File: src/mcsr_pkg.sv
`timescale 1ns / 1ps
// ----------------------------------------------------------------------------
// Machine CSR and trap unit package
// Beat types, operation codes, CSR addresses and field positions shared by
// the CSR file and the top level.
// ----------------------------------------------------------------------------
package mcsr_pkg;

   // Operation codes carried in the mode field.
   localparam logic [2:0] MODE_READ  = 3'd0;
   localparam logic [2:0] MODE_WRITE = 3'd1;
   localparam logic [2:0] MODE_TRAP  = 3'd2;
   localparam logic [2:0] MODE_CHECK = 3'd3;
   localparam logic [2:0] MODE_TIMER = 3'd4;

   // Supported CSR addresses.
   localparam logic [11:0] ADDR_MSTATUS = 12'h300;
   localparam logic [11:0] ADDR_MIE     = 12'h304;
   localparam logic [11:0] ADDR_MTVEC   = 12'h305;
   localparam logic [11:0] ADDR_MEPC    = 12'h341;
   localparam logic [11:0] ADDR_MCAUSE  = 12'h342;
   localparam logic [11:0] ADDR_MTVAL   = 12'h343;
   localparam logic [11:0] ADDR_MIP     = 12'h344;

   // Bit positions inside mstatus, mie and mip.
   localparam int BIT_MIE  = 3;
   localparam int BIT_MPIE = 7;
   localparam int BIT_MPP0 = 11;
   localparam int BIT_MPP1 = 12;
   localparam int BIT_MTIE = 7;
   localparam int BIT_MTIP = 7;

   // Cause recorded for the machine timer interrupt.
   localparam logic [31:0] TIMER_CAUSE = 32'h8000_0007;

   // Request beat.
   typedef struct packed {
      logic [2:0]  mode;
      logic [11:0] csr_address;
      logic [31:0] write_value;
      logic [31:0] trap_cause;
      logic [31:0] trap_value;
      logic [31:0] current_pc;
      logic        timer_pending;
   } req_type;

   // Response beat.
   typedef struct packed {
      logic [31:0] read_data;
      logic        bad_address;
      logic        trap_taken;
      logic        interrupt_taken;
      logic [31:0] next_pc;
   } rsp_type;

endpackage

File: src/mcsr_file.sv
`timescale 1ns / 1ps
// ----------------------------------------------------------------------------
// Machine CSR file
// Holds mtvec, mepc, mcause, mtval, mstatus, mie and MTIP. Computes the
// response for one request and updates the registers when execute is high.
// ----------------------------------------------------------------------------
module mcsr_file (
   input  logic             clock,
   input  logic             reset,
   input  logic             execute,
   input  mcsr_pkg::req_type item,
   output mcsr_pkg::rsp_type result
);

   // Only the bits that can ever be nonzero are stored.
   logic [29:0] mtvec_ff,  mtvec_in;
   logic [29:0] mepc_ff,   mepc_in;
   logic [31:0] mcause_ff, mcause_in;
   logic [31:0] mtval_ff,  mtval_in;
   logic        mie_ff,    mie_in;
   logic        mpie_ff,   mpie_in;
   logic        mpp_ff,    mpp_in;
   logic        mtie_ff,   mtie_in;
   logic        mtip_ff,   mtip_in;

   logic [31:0] mstatus_value;
   logic [31:0] mie_value;
   logic [31:0] mip_value;
   logic [31:0] mtvec_value;
   logic        irq_ready;

   // Full-width views of the packed registers.
   always_comb begin
      mstatus_value = '0;
      mstatus_value[mcsr_pkg::BIT_MIE]  = mie_ff;
      mstatus_value[mcsr_pkg::BIT_MPIE] = mpie_ff;
      mstatus_value[mcsr_pkg::BIT_MPP0] = mpp_ff;
      mstatus_value[mcsr_pkg::BIT_MPP1] = mpp_ff;
      mie_value = '0;
      mie_value[mcsr_pkg::BIT_MTIE] = mtie_ff;
      mip_value = '0;
      mip_value[mcsr_pkg::BIT_MTIP] = mtip_ff;
      mtvec_value = {mtvec_ff, 2'b00};
   end

   assign irq_ready = mie_ff & mtie_ff & mtip_ff;

   // Response and next register values for the current request.
   always_comb begin
      result    = '0;
      mtvec_in  = mtvec_ff;
      mepc_in   = mepc_ff;
      mcause_in = mcause_ff;
      mtval_in  = mtval_ff;
      mie_in    = mie_ff;
      mpie_in   = mpie_ff;
      mpp_in    = mpp_ff;
      mtie_in   = mtie_ff;
      mtip_in   = mtip_ff;
      case (item.mode)
         mcsr_pkg::MODE_READ: begin
            case (item.csr_address)
               mcsr_pkg::ADDR_MTVEC:   result.read_data = mtvec_value;
               mcsr_pkg::ADDR_MEPC:    result.read_data = {mepc_ff, 2'b00};
               mcsr_pkg::ADDR_MCAUSE:  result.read_data = mcause_ff;
               mcsr_pkg::ADDR_MTVAL:   result.read_data = mtval_ff;
               mcsr_pkg::ADDR_MSTATUS: result.read_data = mstatus_value;
               mcsr_pkg::ADDR_MIP:     result.read_data = mip_value;
               mcsr_pkg::ADDR_MIE:     result.read_data = mie_value;
               default:                result.bad_address = 1'b1;
            endcase
         end
         mcsr_pkg::MODE_WRITE: begin
            case (item.csr_address)
               mcsr_pkg::ADDR_MTVEC:  mtvec_in  = item.write_value[31:2];
               mcsr_pkg::ADDR_MEPC:   mepc_in   = item.write_value[31:2];
               mcsr_pkg::ADDR_MCAUSE: mcause_in = item.write_value;
               mcsr_pkg::ADDR_MTVAL:  mtval_in  = item.write_value;
               mcsr_pkg::ADDR_MSTATUS: begin
                  mie_in  = item.write_value[mcsr_pkg::BIT_MIE];
                  mpie_in = item.write_value[mcsr_pkg::BIT_MPIE];
                  mpp_in  = 1'b1;
               end
               mcsr_pkg::ADDR_MIP: begin
                  // The pending bit follows the timer level only.
               end
               mcsr_pkg::ADDR_MIE:    mtie_in = item.write_value[mcsr_pkg::BIT_MTIE];
               default:               result.bad_address = 1'b1;
            endcase
         end
         mcsr_pkg::MODE_TRAP: begin
            mepc_in           = item.current_pc[31:2];
            mcause_in         = item.trap_cause;
            mtval_in          = item.trap_value;
            mpie_in           = mie_ff;
            mie_in            = 1'b0;
            result.trap_taken = 1'b1;
            result.next_pc    = mtvec_value;
         end
         mcsr_pkg::MODE_CHECK: begin
            if (irq_ready) begin
               mepc_in                = item.current_pc[31:2];
               mcause_in              = mcsr_pkg::TIMER_CAUSE;
               mtval_in               = '0;
               mpie_in                = mie_ff;
               mie_in                 = 1'b0;
               result.trap_taken      = 1'b1;
               result.interrupt_taken = 1'b1;
               result.next_pc         = mtvec_value;
            end
         end
         mcsr_pkg::MODE_TIMER: mtip_in = item.timer_pending;
         default: begin
            // Unused modes leave everything as it is.
         end
      endcase
   end

   // Register update, one request per cycle while execute is high.
   always_ff @(posedge clock) begin
      if (reset) begin
         mtvec_ff  <= '0;
         mepc_ff   <= '0;
         mcause_ff <= '0;
         mtval_ff  <= '0;
         mie_ff    <= 1'b0;
         mpie_ff   <= 1'b0;
         mpp_ff    <= 1'b0;
         mtie_ff   <= 1'b0;
         mtip_ff   <= 1'b0;
      end else if (execute) begin
         mtvec_ff  <= mtvec_in;
         mepc_ff   <= mepc_in;
         mcause_ff <= mcause_in;
         mtval_ff  <= mtval_in;
         mie_ff    <= mie_in;
         mpie_ff   <= mpie_in;
         mpp_ff    <= mpp_in;
         mtie_ff   <= mtie_in;
         mtip_ff   <= mtip_in;
      end
   end

endmodule

File: src/machine_csr_trap_unit.sv
`timescale 1ns / 1ps
// A request beat is held in the request register, and its response beat in the response register.
// Throughput: one request per cycle while rsp_stall is low; the request register, the CSR update and the
// response register form a two-stage pipeline that only halts when rsp_stall holds.
// Reset clears both stage valid flags and every CSR, including MTIP, to zero.
// ----------------------------------------------------------------------------
// Machine CSR and trap unit
// RISC-V machine-mode CSR file with trap entry and machine timer interrupt
// check, behind a request register and a response register.
// ----------------------------------------------------------------------------
module machine_csr_trap_unit (
   input  logic              clock,
   input  logic              reset,
   input  logic              req_valid,
   output logic              req_stall,
   input  mcsr_pkg::req_type req_data,
   output logic              rsp_valid,
   input  logic              rsp_stall,
   output mcsr_pkg::rsp_type rsp_data
);

   logic              req_valid_ff;
   mcsr_pkg::req_type req_data_ff;
   logic              rsp_valid_ff;
   mcsr_pkg::rsp_type rsp_data_ff;
   mcsr_pkg::rsp_type rsp_data_in;
   logic              advance;

   // The request stage moves on whenever the response register is free.
   assign advance   = req_valid_ff & (~rsp_valid_ff | ~rsp_stall);
   assign req_stall = req_valid_ff & ~advance;

   // CSR state and the response logic.
   mcsr_file u_file (
      .clock   (clock),
      .reset   (reset),
      .execute (advance),
      .item    (req_data_ff),
      .result  (rsp_data_in)
   );

   // Request register.
   always_ff @(posedge clock) begin
      if (reset) begin
         req_valid_ff <= 1'b0;
      end else if (~req_stall) begin
         req_valid_ff <= req_valid;
      end
   end

   always_ff @(posedge clock) begin
      if (~req_stall && req_valid) begin
         req_data_ff <= req_data;
      end
   end

   // Response register.
   always_ff @(posedge clock) begin
      if (reset) begin
         rsp_valid_ff <= 1'b0;
      end else if (~rsp_valid_ff || ~rsp_stall) begin
         rsp_valid_ff <= advance;
      end
   end

   always_ff @(posedge clock) begin
      if (advance) begin
         rsp_data_ff <= rsp_data_in;
      end
   end

   assign rsp_valid = rsp_valid_ff;
   assign rsp_data  = rsp_data_ff;

endmodule
File: config.mk
export PLATFORM = sky130hd
export DESIGN_NAME = machine_csr_trap_unit
export DESIGN_NICKNAME = d
export VERILOG_FILES = /design/src/mcsr_pkg.sv /design/src/mcsr_file.sv /design/src/machine_csr_trap_unit.sv
export SDC_FILE = /design/constraint.sdc
export NUM_CORES = 1
export LEC_CHECK = 0
export BUFFER_PORTS_ARGS = -buffer_cell sky130_fd_sc_hd__buf_2
export CORE_MARGIN = 1.5
export CORE_UTILIZATION = 45
export DETAILED_ROUTE_END_ITERATION = 10
export PLACE_DENSITY = 0.71
export SLEW_MARGIN = 30
export SYNTH_ARGS = -nofsm -noshare
export SYNTH_HDL_FRONTEND = slang
export SYNTH_SLANG_ARGS = --single-unit
File: constraint.sdc
create_clock -name clock -period 8.6 [get_ports clock]
set_clock_uncertainty 0.15 [all_clocks]
set_input_delay 0.43 -clock clock [delete_from_list [all_inputs] [get_ports clock]]
set_output_delay 0.43 -clock clock [all_outputs]
set_load 0.05 [all_outputs]
==> results.yml, run 1 <==
route:
  drc: 0
  wire_per_inst_um: 19.5
  wl_met3_mm: 2.40
  drt-initial-drc-count: 877
  postRouteAntennaNets: 0
  wirelength_mm: 36.5
  route.vias.total: 10000
  vias_per_cell: 5.35
  drt-met1-wl_mm: 17.3
  highest_layer: "met4"
  dr.pass1.iters: 5
  wl_met2_mm: 15.9
final_layout:
  fillCellCount: 2491
  final_cell_count_no_fill: 1871
  multiInputGateArea_sq_um: 4780
  ff_latch_area_sq_um: 8840
  area_growth_pct: 27.5
  drive_gt1_frac: 0.265
  nets: 1595
synth:
  synthTopCellsByCount: "edfxtp_1 (207), dfxtp_1 (131), a21oi_1 (128)"
  yosysSeqAreaShare: 0.631
  ys_ff_latch: 338
  yosysMostFrequentCell: "edfxtp_1"
  synth_top_cell_by_area: "edfxtp_1"
  synthMuxAreaShare: 0.0845
  synth_top_family_by_area: "compound AO/OA/AOI/OAI gates"
  yosys.area_share.simple: 0.121
  synth-main-ff-cell: "edfxtp_1"
  synthAdderAreaFrac: 0
  synth-edff-count: 207
  ys_async_sr_fraction: 0
  synth_compound_area_frac: 0.130
  syn_area_sq_um: 14000
  synthTopCellsByArea: "edfxtp_1 (44%), dfxtp_1 (19%), a21oi_1 (4.6%)"
  ys_types: 53
  netlist.area_leader.share: 0.444
  synth_cells: 1133
  synth-xor-area-share: 0.000625
  avgSynthCellArea_sq_um: 12.4
  ys_warn_count: 0
clock_network:
  cts-root-buf: "clkbuf_16"
  clk_latency_ns: 0.51
  post-cts-setup-buffers: 0
  cts_tree: "yes"
  cts.sinks: 338
  htreeDepth: 2
  cts_resized: 0
  cts_inserted_buffers: 35
  cts_hold_buf: 141
  clockBufferDepth: 3
  clk_pin_slew_worst_paths_ns: 0.06
die:
  ios: 217
  die_x_um: 179
  core_area_sq_um: 30600
  start_util: 0.458
  rows: 64
  die_area_sq_um: 32200
  dieHeight_um: 179
pwr:
  total_power_mw: 3.62
  power.density_nw_per_um2: 203
  vdd_ir_drop_max_v: 0.000108
  leakage_nw: 6.57
timing:
  max_freq_ghz: 0.276
  hold_ws_ns: 0.0179
  rsz0062_at_grt: "no"
  period_share: 0.422
  drv_slew: 0
  slew_headroom: 0.417
  hold_viol_final: 0
  fin_setup_tns_ns: 0
  setup_viol: 0
  min_period_ns: 3.63
  worst_pin_slew_ns: 0.875
status:
  outcome: "finished, final reports clean"
global_routing:
  grt_pass1_wl_mm: 55.9
  grt_max_degree: 108
  antenna_found_initial: 2
  grt_pass1_vias: 9661
  grtUsageTotal: 0.220
  grt-ovfl-total: 0
critical_path:
  arrival_ns: 3.82
  worstSetupPathType: "reg -> reg"
  worstPathMaxFanout: 42
  crit_required_ns: 8.80
  start_kind: "flip-flop"
  cp-end-kind: "flip-flop"
run:
  maxCapViolCount: 0
worst_hold_path:
  hp-class: "in -> reg"
place:
  place_inst: 1664
  numPortBuffers: 212
  gp_congestion: 0.841
  dp_hpwl_mm: 22.2
[final cells by class]
cell class,instances,share of cell area
tap,396,0.0277
sequential,338,0.495
clock buffer,44,0.0550
antenna,2,0.000280
clock inverter,19,0.00784
multi-input combinational,700,0.267
timing repair buffer,370,0.146
inverter,2,0.000420
[cells by family after synthesis]
kind of cell,Yosys count
flops,338
xor+xnor,1
compound gates,261
buf+inv,96
mux,99
simple gates,337
other cells,1
[cell usage in the layout, fill, tap and decap left out, drive strengths merged, types with 15 or more instances in the layout]
| cell type | instances |
|---|---|
| a21oi | 128 |
| a22oi | 26 |
| a311oi | 32 |
| and2 | 32 |
| buf | 228 |
| clkbuf | 44 |
| clkinv | 15 |
| dfxtp | 131 |
| dlygate4sd3 | 142 |
| edfxtp | 207 |
| mux2 | 64 |
| mux2i | 35 |
| nand2 | 125 |
| nand3 | 34 |
| nor2 | 46 |
| nor2b | 68 |
| o21ai | 34 |
| o2bb2ai | 26 |
[final timing paths]
path                         startpoint                        endpoint  slack (ns)  cells past startpoint
max reg2reg  req_data_ff[129]$_DFFE_PP_  u_file.mepc_ff[3]$_SDFFE_PP0P_        4.97                      6
min                           req_valid       req_valid_ff$_SDFFE_PP0N_        0.02                      3
min reg2reg  u_file.mpp_ff$_SDFFE_PP0P_      u_file.mpp_ff$_SDFFE_PP0P_        0.33                      2
max          req_data_ff[129]$_DFFE_PP_  u_file.mepc_ff[3]$_SDFFE_PP0P_        4.97                      6
[critical path, stage by stage, from the launching register on]
cell	delay, ns
edfxtp_1	0.33
buf_4	0.61
and4bb_2	0.93
a31o_1	0.24
buf_4	0.36
and2_4	0.60
a311oi_2	0.18
[stage by stage]
stage	cell area [sq um]	setup WS, ns	util
2_1_floorplan	14000	0.582	-
3_3_place_gp	15300	5.06	0.500
3_5_place_dp	15300	4.99	0.500
4_1_cts	17800	4.97	0.583
5_1_grt	17900	4.86	0.584
6_report	17900	4.97	0.584
[sequential cells by signal, indices dropped and copies added, names as in the netlist]
name / cells
req_data_ff: 142
rsp_data: 65
u_file.mcause_ff: 32
u_file.mtval_ff: 32
u_file.mepc_ff: 30
u_file.mtvec_ff: 30
req_valid_ff: 1
rsp_valid: 1
u_file.mie_ff: 1
u_file.mpie_ff: 1
u_file.mpp_ff: 1
u_file.mtie_ff: 1
u_file.mtip_ff: 1
[metal layers]
layer	global-route usage	vias up
met2	0.323	417
met5	0	-
met3	0.0397	51
li1	-	4765
met4	0.0687	0
met1	0.331	4775
[power breakdown]
part	leakage [nW]	internal (mW)	total, mW	switching (mW)
Combinational	2.99	0.122	0.314	0.193
Sequential	3.03	1.79	1.82	0.0328
Clock	0.553	0.869	1.48	0.612
No activity file was read; power rests on OpenSTA's default activity.
==> run 2: changes to the inputs <==
--- a/config.mk
+++ b/config.mk
@@ -5,6 +5,7 @@
 export SDC_FILE = /design/constraint.sdc
 export NUM_CORES = 1
 export LEC_CHECK = 0
+export ABC_AREA = 1
 export BUFFER_PORTS_ARGS = -buffer_cell sky130_fd_sc_hd__buf_2
 export CORE_MARGIN = 1.5
 export CORE_UTILIZATION = 45
==> constraint.sdc (replaced) <==
create_clock -name clock -period 3.55 [get_ports clock]
set_clock_uncertainty 0.15 [all_clocks]
set_input_delay 0.1775 -clock clock [delete_from_list [all_inputs] [get_ports clock]]
set_output_delay 0.1775 -clock clock [all_outputs]
set_load 0.05 [all_outputs]
==> run 2 against run 1 <==
Against the previous run:
- combinational power up 130%
- wire length up 0.97%
- sequential share of layout area up 0.81 points
- worst hold slack better by 0.19 ns
- power up 140%
- final area down 1.6%
- critical path depth up 2
- non-clock buffer count up 6
==> results.yml, run 2 <==
clock_network:
  cts_inserted_buffers: 36
  clk_latency_ns: 0.52
  post-cts-setup-buffers: 0
  cts.sinks: 338
  clockBufferDepth: 3
  htreeDepth: 2
  clk_pin_slew_worst_paths_ns: 0.06
  cts-root-buf: "clkbuf_16"
  cts_tree: "yes"
place:
  numPortBuffers: 212
  gp_congestion: 0.878
  placed_cell_area_sq_um: 15000
  dp_hpwl_mm: 23.0
  post-place-ws_ns: 0.889
die:
  start_util: 0.459
  rows: 63
  die_area_sq_um: 31300
  dieHeight_um: 177
  die_x_um: 177
  core_area_sq_um: 29700
  ios: 217
final_layout:
  largest_register_ffs: 142
  antenna_cells: 0
  nets: 1989
  area_growth_pct: 29.0
  max_flop_register: "req_data_ff"
  final_cell_mix: "nand2_1 (416), nor2_1 (331), buf_2 (212), edfxtp_1 (207), dlygate4sd3_1 (145)"
  drive_gt1_frac: 0.168
  final_area_sq_um: 17600
  layout_commonest_cell: "nand2_1"
  fin_util: 0.592
synth:
  ys_ff_latch: 338
  synthTopCellsByArea: "edfxtp_1 (46%), dfxtp_1 (19%), nand2_1 (12%)"
  ys_warn_count: 0
  synth-edff-count: 207
  synth_top_cell_by_area: "edfxtp_1"
  synth-main-ff-cell: "edfxtp_1"
  yosysMostFrequentCell: "nand2_1"
  ys_types: 24
  synthTopCellsByCount: "nand2_1 (418), nor2_1 (334), edfxtp_1 (207)"
  ys_async_sr_fraction: 0
  syn_area_sq_um: 13600
  netlist.area_leader.share: 0.456
  yosysSeqAreaShare: 0.649
  synth_cells: 1499
  avgSynthCellArea_sq_um: 9.09
pwr:
  vdd_ir_drop_max_v: 0.000390
  power.density_nw_per_um2: 497
  total_power_mw: 8.74
  leakage_nw: 7.36
global_routing:
  grt_max_degree: 143
  grtUsageTotal: 0.234
  antenna_found_initial: 1
  grt_pass1_vias: 10300
  grt_pass1_wl_mm: 56.2
  grt-ovfl-total: 0
timing:
  max_freq_ghz: 0.368
  hold_viol_final: 0
  slew_headroom: 0.406
  worst_slack_ns: 0.831
  drv_slew: 0
  period_share: 0.766
  worst_pin_slew_ns: 0.891
  min_period_ns: 2.72
  rsz0062_at_grt: "no"
  setup_viol: 0
  hold_ws_ns: 0.207
critical_path:
  worstPathMaxFanout: 27
  slowest_delay_ns: 0.46
  start_kind: "flip-flop"
  crit_slowest_cell: "inv_2"
  cp_cell_sequence: "nor2_2, nand2_2, nor2_1, nand2_2, inv_2, nand2_1, buf_4, a21oi_1"
  arrival_ns: 3.01
  worstSetupPathType: "reg -> reg"
  cp-end-kind: "flip-flop"
  cp_common_cell: "nand2_2"
  crit_required_ns: 3.84
status:
  outcome: "finished, final reports clean"
route:
  wire_per_inst_um: 16.3
  drt-initial-drc-count: 976
  postRouteAntennaNets: 0
  vias_per_cell: 4.75
  wirelength_mm: 36.8
  route.vias.total: 10700
  drc: 0
  dr.pass1.iters: 5
run:
  maxCapViolCount: 0
worst_hold_path:
  hp-class: "in -> reg"
## run 2: cell count changes after synthesis, sizes merged, moves of 11 or more
cell     before  now
nand2       125  421
nor2         46  340
inv           2  128
nor2b        68    0
mux2         64    0
o21ai        34   76
a21oi       128   92
mux2i        35    0
a311oi       32    0
and2         32    0
clkbuf       56   29
a22oi        26    0
o2bb2ai      26    0
nand3        34   23
## run 2: logic make-up after synthesis
logic type / count (synthesis) / share of synthesized area
flops: 338 / 0.649
other cells: 1 / 0.000275
simple gates: 787 / 0.222
compound gates: 172 / 0.0650
buf+inv: 201 / 0.0637
## run 2: worst paths after layout
kind | startpoint | endpoint | slack [ns] | depth (start not counted)
hold reg to reg | u_file.mpp_ff$_SDFFE_PP0P_ | u_file.mpp_ff$_SDFFE_PP0P_ | 0.33 | 2
setup reg to reg | req_data_ff[140]$_DFFE_PP_ | u_file.mtvec_ff[18]$_SDFFE_PP0P_ | 0.83 | 8
setup / recovery | req_data_ff[140]$_DFFE_PP_ | u_file.mtvec_ff[18]$_SDFFE_PP0P_ | 0.83 | 8
hold / removal | req_data[29] | req_data_ff[29]$_DFFE_PP_ | 0.21 | 2
## run 2: report_power, final
part | leakage (nW) | internal, mW | total (mW) | switching, mW
sequential | 3.09 | 4.35 | 4.43 | 0.0782
clock | 0.552 | 2.07 | 3.57 | 1.50
combinational | 3.72 | 0.287 | 0.735 | 0.448
## run 2: cell type report
type | count | area, sq um
well taps | 390 | 488
inverters | 128 | 485
flip-flops and latches | 338 | 8840
clock buffers | 53 | 1060
repair buffers | 376 | 2680
clock inverters | 12 | 71.3
multi-input cells | 961 | 3960
fillers | 2522 | 12100
## run 2: critical path: cells and delay by family (launching register included)
family / cells / cell delay [ns]
and+or+nand+nor: 5 / 1.11
buffers and inverters: 2 / 0.77
DFF: 1 / 0.40
AOI/OAI and AO/OA: 1 / 0.21
## run 2: metrics by stage
step	setup TNS, ns	cells
after global routing	0	2258
after global placement	0	2048
after floorplan	-9.39	1500
after detailed placement	0	2048
after CTS	0	2258
final	0	2258
## run 2: timing repair
item	CTS	global route
hold endpoints to repair	145	0
hold buffers	145	0
resized for setup	0	0
## run 2: per-layer routing
layer,vias to the layer above,track usage,part of all wire,wire length (um)
li1,5438,-,-,-
met3,46,0.0415,0.064,2340
met4,2,0.0537,0.015,555
met5,-,0,0.00022,8
met2,366,0.362,0.44,16000
met1,4876,0.343,0.49,17900
==> run 3: changes to the inputs <==
--- a/config.mk
+++ b/config.mk
@@ -5,12 +5,12 @@
 export SDC_FILE = /design/constraint.sdc
 export NUM_CORES = 1
 export LEC_CHECK = 0
-export ABC_AREA = 1
+export ABC_AREA = 0
 export BUFFER_PORTS_ARGS = -buffer_cell sky130_fd_sc_hd__buf_2
 export CORE_MARGIN = 1.5
 export CORE_UTILIZATION = 45
 export DETAILED_ROUTE_END_ITERATION = 10
-export PLACE_DENSITY = 0.71
+export PLACE_DENSITY = 0.73
 export SLEW_MARGIN = 30
 export SYNTH_ARGS = -nofsm -noshare
 export SYNTH_HDL_FRONTEND = slang
==> constraint.sdc (replaced) <==
create_clock -name clock -period 2.25 [get_ports clock]
set_clock_uncertainty 0.15 [all_clocks]
set_input_delay 0.1125 -clock clock [delete_from_list [all_inputs] [get_ports clock]]
set_output_delay 0.1125 -clock clock [all_outputs]
set_load 0.05 [all_outputs]
==> run 3 against run 2 <==
Against the previous run:
- count of clock-buffer cells in the layout down 1
- register-to-register slack worse by 0.72 ns
- critical path depth down 2
- highest routed layer is now met4
- critical path type unchanged
- cell count down 15%
- wire length up 0.78%
- final area up 4.6%
- sequential power up 57%
==> results.yml, run 3 (same netlist as run 1, synthesis figures left out) <==
status:
  outcome: "finished, final reports clean"
route:
  drc: 0
  wirelength_mm: 37.1
  postRouteAntennaNets: 0
  route.vias.total: 10200
  drt-initial-drc-count: 890
  dr.pass1.iters: 5
  vias_per_cell: 5.34
  wire_per_inst_um: 19.4
clock_network:
  clk_latency_ns: 0.51
  clk_pin_slew_worst_paths_ns: 0.06
  cts_tree: "yes"
  cts_inserted_buffers: 36
  cts.sinks: 338
  clockBufferDepth: 3
  htreeDepth: 2
  cts-root-buf: "clkbuf_16"
critical_path:
  cp_common_cell: "buf_12"
  crit_required_ns: 2.46
  r2r-start: "req_data_ff[143]$_DFFE_PP_"
  r2r_cells: 6
  cp_cell_sequence: "o21bai_1, a311oi_4, buf_12, and2_4, buf_12, a311oi_2"
  start_kind: "flip-flop"
  worstPathMaxFanout: 22
  worstSetupPathType: "reg -> reg"
  arrival_ns: 2.34
  slowest_delay_ns: 0.44
  crit_slowest_cell: "edfxtp_1"
  r2r_slack_ns: 0.11
  cp-end-kind: "flip-flop"
  r2r_end: "u_file.mepc_ff[8]$_SDFFE_PP0P_"
final_layout:
  layout_commonest_cell: "buf_2"
  final_cell_count_no_fill: 1916
  area_growth_pct: 31.4
  drive_gt1_frac: 0.284
  multiInputGateArea_sq_um: 4790
  max_flop_register: "req_data_ff"
  ff_latch_area_sq_um: 8840
  final_area_sq_um: 18400
  largest_register_ffs: 142
  final_cell_mix: "buf_2 (211), edfxtp_1 (207), dlygate4sd3_1 (146), dfxtp_1 (130), a21oi_1 (127)"
  fillCellCount: 2436
  fin_util: 0.602
  nets: 1642
worst_hold_path:
  min-delay-start: "req_data[95]"
  holdPathStages: 2
  hp-class: "in -> reg"
  hold_path_end: "req_data_ff[95]$_DFFE_PP_"
global_routing:
  grt_pass1_vias: 10300
  antenna_found_initial: 1
  grt-ovfl-total: 0
  grtUsageTotal: 0.226
  grt_max_degree: 74
  grt_pass1_wl_mm: 57.7
die:
  start_util: 0.458
  rows: 64
  ios: 217
  dieHeight_um: 179
  core_area_sq_um: 30600
  die_area_sq_um: 32200
  die_x_um: 179
timing:
  hold_viol_final: 0
  setup_viol: 0
  hold_ws_ns: 0.163
  max_freq_ghz: 0.468
  worst_slack_ns: 0.115
  slew_headroom: 0.592
  drv_slew: 0
  worst_pin_slew_ns: 0.612
  min_period_ns: 2.14
  period_share: 0.949
  rsz0062_at_grt: "no"
run:
  maxCapViolCount: 0
place:
  numPortBuffers: 212
  dp_hpwl_mm: 24.0
  place_inst: 1704
  post-place-ws_ns: 0.144
  gp_congestion: 0.852
  placed_cell_area_sq_um: 15800
pwr:
  vdd_ir_drop_max_v: 0.000482
  power.density_nw_per_um2: 748
  leakage_nw: 6.84
[run 3: layer usage]
metal / GRT usage / share of wire
met1: 0.335 / 0.46
met2: 0.332 / 0.44
met3: 0.0373 / 0.068
met4: 0.0910 / 0.036
met5: 0 / 0
[run 3: final cells by class]
cell class | instances | share of cell area
Antenna cell | 1 | 0.000136
Tap cell | 396 | 0.0269
Timing Repair Buffer | 416 | 0.173
Sequential cell | 338 | 0.481
Clock inverter | 11 | 0.00442
Clock buffer | 52 | 0.0545
Inverter | 2 | 0.000612
Multi-Input combinational cell | 700 | 0.260
[run 3: repair_timing]
action / 4_1_cts / 5_1_grt
buffers inserted: 0 / 2
setup endpoints to repair: 0 / 27
endpoints found under the hold margin: 147 / 0
hold buffers: 146 / 0
resized for setup: 0 / 1
[run 3: critical path, delay by kind of cell (launching register included)]
family,cells,cell delay (ns)
flops,1,0.44
compound gates,3,0.78
simple gates,1,0.19
buf+inv,2,0.41
[run 3: per-stage QoR]
step | setup TNS [ns] | total power, mW
detailed placement | 0 | 8.17
floorplan | -164.69 | 7.73
global route | 0 | 14.2
global placement | 0 | 8.15
CTS | 0 | 13.8
finish | 0 | 13.8
[run 3: how the worst max path moves through the flow]
stage | from | cells past startpoint | slack [ns] | end
after global routing | req_valid_ff$_SDFFE_PP0N_ | 5 | 0.003 | u_file.mtvec_ff[24]$_SDFFE_PP0P_
after floorplan | rsp_valid$_SDFFE_PP0N_ | 2 | -1.12 | req_data_ff[0]$_DFFE_PP_
after CTS | req_data_ff[143]$_DFFE_PP_ | 6 | 0.13 | u_file.mepc_ff[4]$_SDFFE_PP0P_
after detailed placement | u_file.mie_ff$_SDFFE_PP0P_ | 5 | 0.14 | u_file.mcause_ff[15]$_SDFFE_PP0P_
after global placement | u_file.mie_ff$_SDFFE_PP0P_ | 6 | 0.16 | u_file.mepc_ff[7]$_SDFFE_PP0P_
final | req_data_ff[143]$_DFFE_PP_ | 6 | 0.11 | u_file.mepc_ff[8]$_SDFFE_PP0P_
[run 3: power breakdown]
| part | total (mW) | switching, mW | internal [mW] |
|---|---|---|---|
| clock network | 5.51 | 2.30 | 3.21 |
| logic | 1.30 | 0.760 | 0.536 |
| registers | 6.97 | 0.122 | 6.84 |
| total | 13.8 | 3.18 | 10.6 |
